$ cat src/hw/rtl/mpi_pkg.sv
// shared constants, types and helpers for the escape-time pixel iterator
`default_nettype none
package mpi_pkg;

	// number formats
	localparam int FRAC_BITS     = 60;
	localparam int LOG_FRAC_BITS = 16;
	localparam int ITER_BITS     = 32;
	localparam int NUM_W         = 64;
	localparam int PROD_W        = 2 * NUM_W;

	// colouring constants
	localparam int HUE_SCALE = 576;
	localparam int HUE_W     = 16;

	// register indexes
	localparam logic [2:0] REG_MAX_ITER   = 3'd0;
	localparam logic [2:0] REG_PRIOR_ITER = 3'd1;
	localparam logic [2:0] REG_JULIA_MODE = 3'd2;
	localparam logic [2:0] REG_SEED_REAL  = 3'd3;
	localparam logic [2:0] REG_SEED_IMAG  = 3'd4;

	// operation codes
	localparam logic OP_CHECK   = 1'b0;
	localparam logic OP_ITERATE = 1'b1;

	// outcome codes
	localparam logic [1:0] OUT_UNRESOLVED = 2'd0;
	localparam logic [1:0] OUT_CAPTURED   = 2'd1;
	localparam logic [1:0] OUT_ESCAPED    = 2'd2;
	localparam logic [1:0] OUT_UNTOUCHED  = 2'd3;

	// request to the shared multiplier
	typedef struct packed {
		logic                    start;
		logic signed [NUM_W-1:0] a;
		logic signed [NUM_W-1:0] b;
	} mul_req_t;

	// result from the shared multiplier
	typedef struct packed {
		logic                     done;
		logic signed [PROD_W-1:0] p;
	} mul_rsp_t;

	// saturate a wide signed value to the number width
	function automatic logic [NUM_W-1:0] sat_num(input logic [PROD_W-1:0] v);
		logic [NUM_W-1:0] r;
		if (v[PROD_W-1:NUM_W-1] == '0 || v[PROD_W-1:NUM_W-1] == '1) begin
			r = v[NUM_W-1:0];
		end else if (v[PROD_W-1]) begin
			r = {1'b1, {(NUM_W-1){1'b0}}};
		end else begin
			r = {1'b0, {(NUM_W-1){1'b1}}};
		end
		return r;
	endfunction

endpackage
`default_nettype wire

$ cat src/hw/rtl/mpi_mul.sv
// shared signed 64x64 multiplier built from four 32x32 partial products
`default_nettype none
module mpi_mul (
	input  wire logic              clk,
	input  wire logic              arst_n,
	input  wire mpi_pkg::mul_req_t req,
	output mpi_pkg::mul_rsp_t      rsp
);

	localparam int HALF_W = mpi_pkg::NUM_W / 2;

	logic                            busy_q;
	logic [2:0]                      step_q;
	logic                            neg_q;
	logic [mpi_pkg::NUM_W-1:0]       ua_q;
	logic [mpi_pkg::NUM_W-1:0]       ub_q;
	logic [mpi_pkg::NUM_W-1:0]       pp_q;
	logic [1:0]                      psh_q;
	logic [mpi_pkg::PROD_W-1:0]      acc_q;
	logic [mpi_pkg::PROD_W-1:0]      res_q;
	logic                            done_q;

	logic [HALF_W-1:0]               ah;
	logic [HALF_W-1:0]               bh;
	logic [mpi_pkg::PROD_W-1:0]      pp_ext;
	logic [mpi_pkg::PROD_W-1:0]      pp_sh;

	// pick the halves for this step
	always_comb begin
		ah     = step_q[1] ? ua_q[mpi_pkg::NUM_W-1:HALF_W] : ua_q[HALF_W-1:0];
		bh     = step_q[0] ? ub_q[mpi_pkg::NUM_W-1:HALF_W] : ub_q[HALF_W-1:0];
		pp_ext = {{mpi_pkg::NUM_W{1'b0}}, pp_q};
		case (psh_q)
			2'd0:    pp_sh = pp_ext;
			2'd1:    pp_sh = pp_ext << HALF_W;
			default: pp_sh = pp_ext << mpi_pkg::NUM_W;
		endcase
	end

	// step control
	always_ff @(posedge clk or negedge arst_n) begin
		if (!arst_n) begin
			busy_q <= 1'b0;
			step_q <= '0;
			done_q <= 1'b0;
		end else begin
			done_q <= 1'b0;
			if (req.start && !busy_q) begin
				busy_q <= 1'b1;
				step_q <= '0;
			end else if (busy_q) begin
				if (step_q == 3'd5) begin
					busy_q <= 1'b0;
					done_q <= 1'b1;
				end
				step_q <= step_q + 3'd1;
			end
		end
	end

	// magnitudes, partial products and accumulation
	always_ff @(posedge clk) begin
		if (req.start && !busy_q) begin
			ua_q  <= req.a[mpi_pkg::NUM_W-1] ? (~req.a + 1'b1) : req.a;
			ub_q  <= req.b[mpi_pkg::NUM_W-1] ? (~req.b + 1'b1) : req.b;
			neg_q <= req.a[mpi_pkg::NUM_W-1] ^ req.b[mpi_pkg::NUM_W-1];
			acc_q <= '0;
		end else if (busy_q) begin
			if (step_q < 3'd4) begin
				pp_q  <= ah * bh;
				psh_q <= {1'b0, step_q[1]} + {1'b0, step_q[0]};
			end
			if (step_q >= 3'd1 && step_q <= 3'd4) begin
				acc_q <= acc_q + pp_sh;
			end
			if (step_q == 3'd5) begin
				res_q <= neg_q ? (~acc_q + 1'b1) : acc_q;
			end
		end
	end

	assign rsp.done = done_q;
	assign rsp.p    = res_q;

endmodule
`default_nettype wire

$ cat config.mk
export PLATFORM = sky130hd
export DESIGN_NAME = mpi_mul
export DESIGN_NICKNAME = d
export VERILOG_FILES = /design/src/hw/rtl/mpi_pkg.sv /design/src/hw/rtl/mpi_mul.sv
export SDC_FILE = /design/constraint.sdc
export NUM_CORES = 2
export LEC_CHECK = 0
export ABC_CLOCK_PERIOD_IN_PS = 23900
export BUFFER_PORTS_ARGS = -buffer_cell sky130_fd_sc_hd__buf_2
export CAP_MARGIN = 25
export CORE_MARGIN = 2
export CORE_UTILIZATION = 59
export DETAILED_ROUTE_END_ITERATION = 8
export GPL_TIMING_DRIVEN = 0
export MAX_ROUTING_LAYER = met4
export PLACE_DENSITY = 0.77
export SLEW_MARGIN = 20
export SYNTH_ARGS = -nofsm -noshare
export SYNTH_HDL_FRONTEND = slang
export SYNTH_SLANG_ARGS = --single-unit
$ cat constraint.sdc
create_clock -name clk -period 23.9 [get_ports clk]
set_input_delay 3.585 -clock clk [delete_from_list [all_inputs] [get_ports clk]]
set_output_delay 3.585 -clock clk [all_outputs]
set_load 0.005 [all_outputs]
# Word level (Yosys, flattened, before mapping)
# Cells that the tools add are included.
# op_classes
addsub	6
n_reduce_logical	8
mul	1
n_lt_le_gt_ge	3
bitwise_logic	5
eq_ne	2
n_mux	14
# op_table
op	n
$pmux 128 s2	1
$add 128x1->128 const B	1
$add 128x128->128	1
$add 64x1->64 const B	2
$mux 128	1
$not 128->128	1
$not 64->64	2
$mux 63	2
$mul 32x32->64	1
$mux 32	2
$mux 1	6
$mux 3	2
$reduce_and 3->1	2
$add 3x1->3 const B	1
$eq 3x3->1 const B	1
$ge 3x1->1 const B	1
$le 3x3->1 const B	1
$lt 3x3->1 const B	1
$add 1x1->2	1
$eq 2x1->1 const B	1
$logic_and 1x1->1	2
$logic_not 2->1	1
$reduce_and 2->1	1
$reduce_bool 2->1	1
3 further kinds	3
# totals
reg_bits	456
out_inout_bits	129

# Longest topological paths before layout
# logic_depth
ltp_word	4
mapped_depth	33

# Least setup slack after synthesis
# Ideal clock, no wire load.
# synth_timing
path_type	reg2reg
start	register step_q[0]
end	register pp_q[56] in the netlist's numbering (data pin)
path_stages_with_launch	31
path_slack_ps	15165
required_time_ps	23637
arrival_ps	8471
period_less_slack_ps	8735
cell_sequence	dfrtp_1 -> clkbuf_1 -> buf_1 -> mux2i_1 -> clkbuf_1 -> nor2_1 -> fa_1 -> fa_1 -> inv_1 -> fa_1 -> fa_1 -> inv_1 -> ha_1 -> ha_1 -> fa_1 -> inv_1 -> fa_1 -> inv_1 -> ha_1 -> and4_1 -> nand3_1 -> o31ai_1 -> o21ai_0 -> o211a_1 -> o21ai_0 -> nand3_1 -> a211oi_1 -> nor2_1 -> o21ai_1 -> a41oi_1 -> xnor2_1
# synth_via
elab_chain_cells	2
# synth_rtl
item	line_no	source
start, declared	mpi_mul.sv:13	logic [2:0] step_q;
start signal, assigned	mpi_mul.sv:56	step_q <= step_q + 3'd1;
$mux 32	mpi_mul.sv:31	bh = step_q[0] ? ub_q[mpi_pkg::NUM_W-1:HALF_W] : ub_q[HALF_W-1:0];
$mul 32x32->64	mpi_mul.sv:70	pp_q <= ah * bh;
end signal, assigned	mpi_mul.sv:70	
end, declared	mpi_mul.sv:17	logic [mpi_pkg::NUM_W-1:0] pp_q;
# Every way passes these cells.
# A chain may end at the register's enable or synchronous reset.

# Worst setup path after layout
# layout_timing
start	register step_q[0]
end	register pp_q[59] in the netlist's numbering (data pin)
# The elaborated chain is that of the path after synthesis.

==> summary.md <==
| Metric | Value |
|---|---|
| Detailed Routing Iterations Pass 1 | 7 |
| Total gr overflow | 0 |
| Crit-path most repeated cell | fa_1 |
| Clk_skew | 0.0359 ns |
| Overall Global Routing Usage | 45.1% |
| Post-synthesis cell area | 0.0618 sq mm |
| Cell at the root of the clock tree | clkbuf_16 |
| Number of cells upsized or downsized after cts | 0 |
| Total nets after synthesis | 8344 |
| Warning count from the yosys run | 0 |
| Number of antenna violations at the first check in global routing | 13 |
| Path class of the lowest-slack min-delay path | reg -> reg |
| Share of the synthesized area in the top cell type | 29.1% |
| Routability cong. | 1.12 |
| Number of flops mapped to enable cells by yosys | 323 |
| Clock tree from TritonCTS | yes |
| Cell with the largest stage delay on the worst path | mux2i_1 |
| Avg WL per Cell | 27.1 um |
| Via count of the first global-routing pass | 53300 |
| Outcome | finished clean |
| Synth async-reset ratio | 1.10% |
| Final Hold Vio Count | 0 |
| Half-perimeter wire length after detailed placement | 198000 um |
| Share of synthesized area occupied by flip-flops and latches | 20.0% |
| Biggest area contributors in the synthesized netlist | fa_1 29%, edfxtp_1 16%, ha_1 8.0% |
| Critical path's largest stage delay | 0.85 ns |
| Wire length of the first global-routing pass | 341000 um |
| Number of buffers inserted to repair setup after CTS | 0 |
| Area of the die | 0.107 sq mm |
| Clock Pin Slew Worst Setup and Hold Paths | 0.06 ns |
| Cell count after synthesis | 6920 |
| Nets@finish | 8683 |
| Vertical die dimension | 328 um |
| Largest area contributor in the synthesized netlist | fa_1 |
| Number of buffer cells added on primary ports | 257 |
| Distinct cell type count of the synthesized netlist | 77 |
| Type of the worst setup path | reg -> reg |
| TritonCTS buffer count | 51 |
| Slew at the pin closest to its max-slew limit | 1.17 ns |
| Post-Route Setup TNS | 0 ns |
| Final-report setup violation count | 0 |
| Number of cells on the worst reg-to-reg path | 29 |
| Unrepaired setup endpoints after global routing | false |
| Final Cycle Share | 49.4% |
| Buffer levels on the longest clock path | 3 |
| Average footprint of a synthesized cell | 8.93 sq um |
| CTS hold repair buffers | 0 |
| Number of instances on the worst hold path | 2 |
| Effective utilization at floorplan | 59.6% |
| Max-Cap Viols | 0 |
| Worst-skew pair later-pin latency | 0.66 ns |
| Count of boundary I/O pins | 260 |
| List of most frequent post-synthesis cells | 919 x inv_1, 897 x fa_1, 897 x nand2_1, 826 x nor2_1, 396 x ha_1 |
| H-Tree Depth | 2 |
| Critical Path Source Type | flop |
| Top flip-flop cell by instance count after synthesis | edfxtp_1 |
| Max FO, Critical Path | 10 |
| Number of clock sinks | 456 |
| Std-Cell Core Area | 0.104 sq mm |
| Via count of the routed design | 53500 |
| Detailed-route wire length | 235000 um |
| Relative max-transition margin | 19.6% |
| Horizontal extent of the die | 328 um |
| Maximum number of pins on one net before global-route repair | 65 |
| Type of destination of the critical path | flop |
| Max Freq | 0.0847 GHz |
| Area added between synthesis and finish | 8.39% |
| Layout cell share with drive strength beyond 1 | 6.90% |
| Total of flip-flops plus latches after synthesis | 456 |
| Max Slew Vio Count | 0 |
| Vias per Instance | 6.16 |
| DRC violations left | 0 |
| Post-layout minimum cycle time | 11.80 ns |
| Antenna viol nets, final | 0 |
| Drt first-iter violations | 5362 |
| WP data arrival | 12.18 ns |
| Worst EP required | 24.28 ns |
| Row count | 118 |
| Cell with the most instances after synthesis | inv_1 |
==> routing by layer <==
layer,part of all wire (%),GRT usage [%]
met3,10,10.5
met1,36,51.9
met4,9.2,33.3
met5,0,-
met2,45,69.0
==> sequential cells by signal, indices dropped and copies added, names as in the netlist, 2 cells and up <==
name,cells
ub_q,64
psh_q,2
step_q,3
pp_q,64
ua_q,64
acc_q,128
res_q,128
==> placed cells by master (no fill, tap or decap), types with 68 or more instances in the layout <==
cell,Yosys,routed
or3_1,68,68
dfxtp_1,128,128
buf_2,1,262
ha_1,396,396
o31ai_1,73,73
nand4_1,81,81
clkbuf_1,317,322
and2_1,79,79
a21oi_1,332,332
inv_1,919,919
xor2_1,74,74
a21o_1,112,112
edfxtp_1,323,323
nand2_1,897,897
xnor2_1,350,350
mux2i_1,97,77
fa_1,897,897
o21ai_0,319,319
nor2_1,826,826
==> through the flow <==
step                setup slack (ns)  hold slack (ns)  instances  util (%)  instance area (sq um)
finish                         12.10            0.518       8694      64.6                  67000
global route                   11.86            0.539       8691      64.6                  67000
CTS                            12.36            0.509       8674      64.5                  66900
detailed placement             12.35            0.500       8580      62.9                  65200
global placement               11.38            0.492       8557      62.5                  64800
floorplan                      15.17            0.458       6920         -                  61800
==> worst max-delay path, delay by kind of cell, from the launching register on <==
| family | cells | cell delay (ns) |
|---|---|---|
| xor gates and xnor gates | 1 | 0.18 |
| adders and majority gates | 9 | 4.38 |
| DFF | 1 | 0.38 |
| muxes | 1 | 0.85 |
| and+or+nand+nor | 1 | 0.13 |
| AOI/OAI and AO/OA | 9 | 2.90 |
| buffers and inverters | 8 | 2.68 |
==> cell type report <==
type,count,area [sq um]
timing repair buffer,286,1670
fill,8792,36700
antenna,14,35.0
buffer,341,1300
tap,1380,1730
clock inverter,34,339
sequential,456,12400
inverter,920,3450
multi-input combinational,5203,44700
clock buffer,60,1320
==> logic make-up after synthesis <==
family | synth area share [%]
adder cells (fa/ha/maj) | 37.1
AO/OA/AOI/OAI | 10.6
XOR/XNOR | 6.01
AND/OR/NAND/NOR | 15.8
flip-flops | 20.0
buffers and inverters | 7.68
multiplexers | 2.74
==> final timing paths <==
| kind | startpoint | end | slack, ns |
|---|---|---|---|
| worst max-delay path | step_q[0] | pp_q[59] | 12.10 |
| worst min-delay path | acc_q[32] | acc_q[32] | 0.52 |
| worst max register to register | step_q[0] | pp_q[59] | 12.10 |
| worst min register to register | acc_q[32] | acc_q[32] | 0.52 |
| max in group asynchronous | arst_n | step_q[2] | 21.01 |
| min in group asynchronous | arst_n | busy_q | 2.76 |
Power is left out: the tool's default activity adds up to more than one toggle a clock period on the data nets, which glitch-free logic cannot reach.
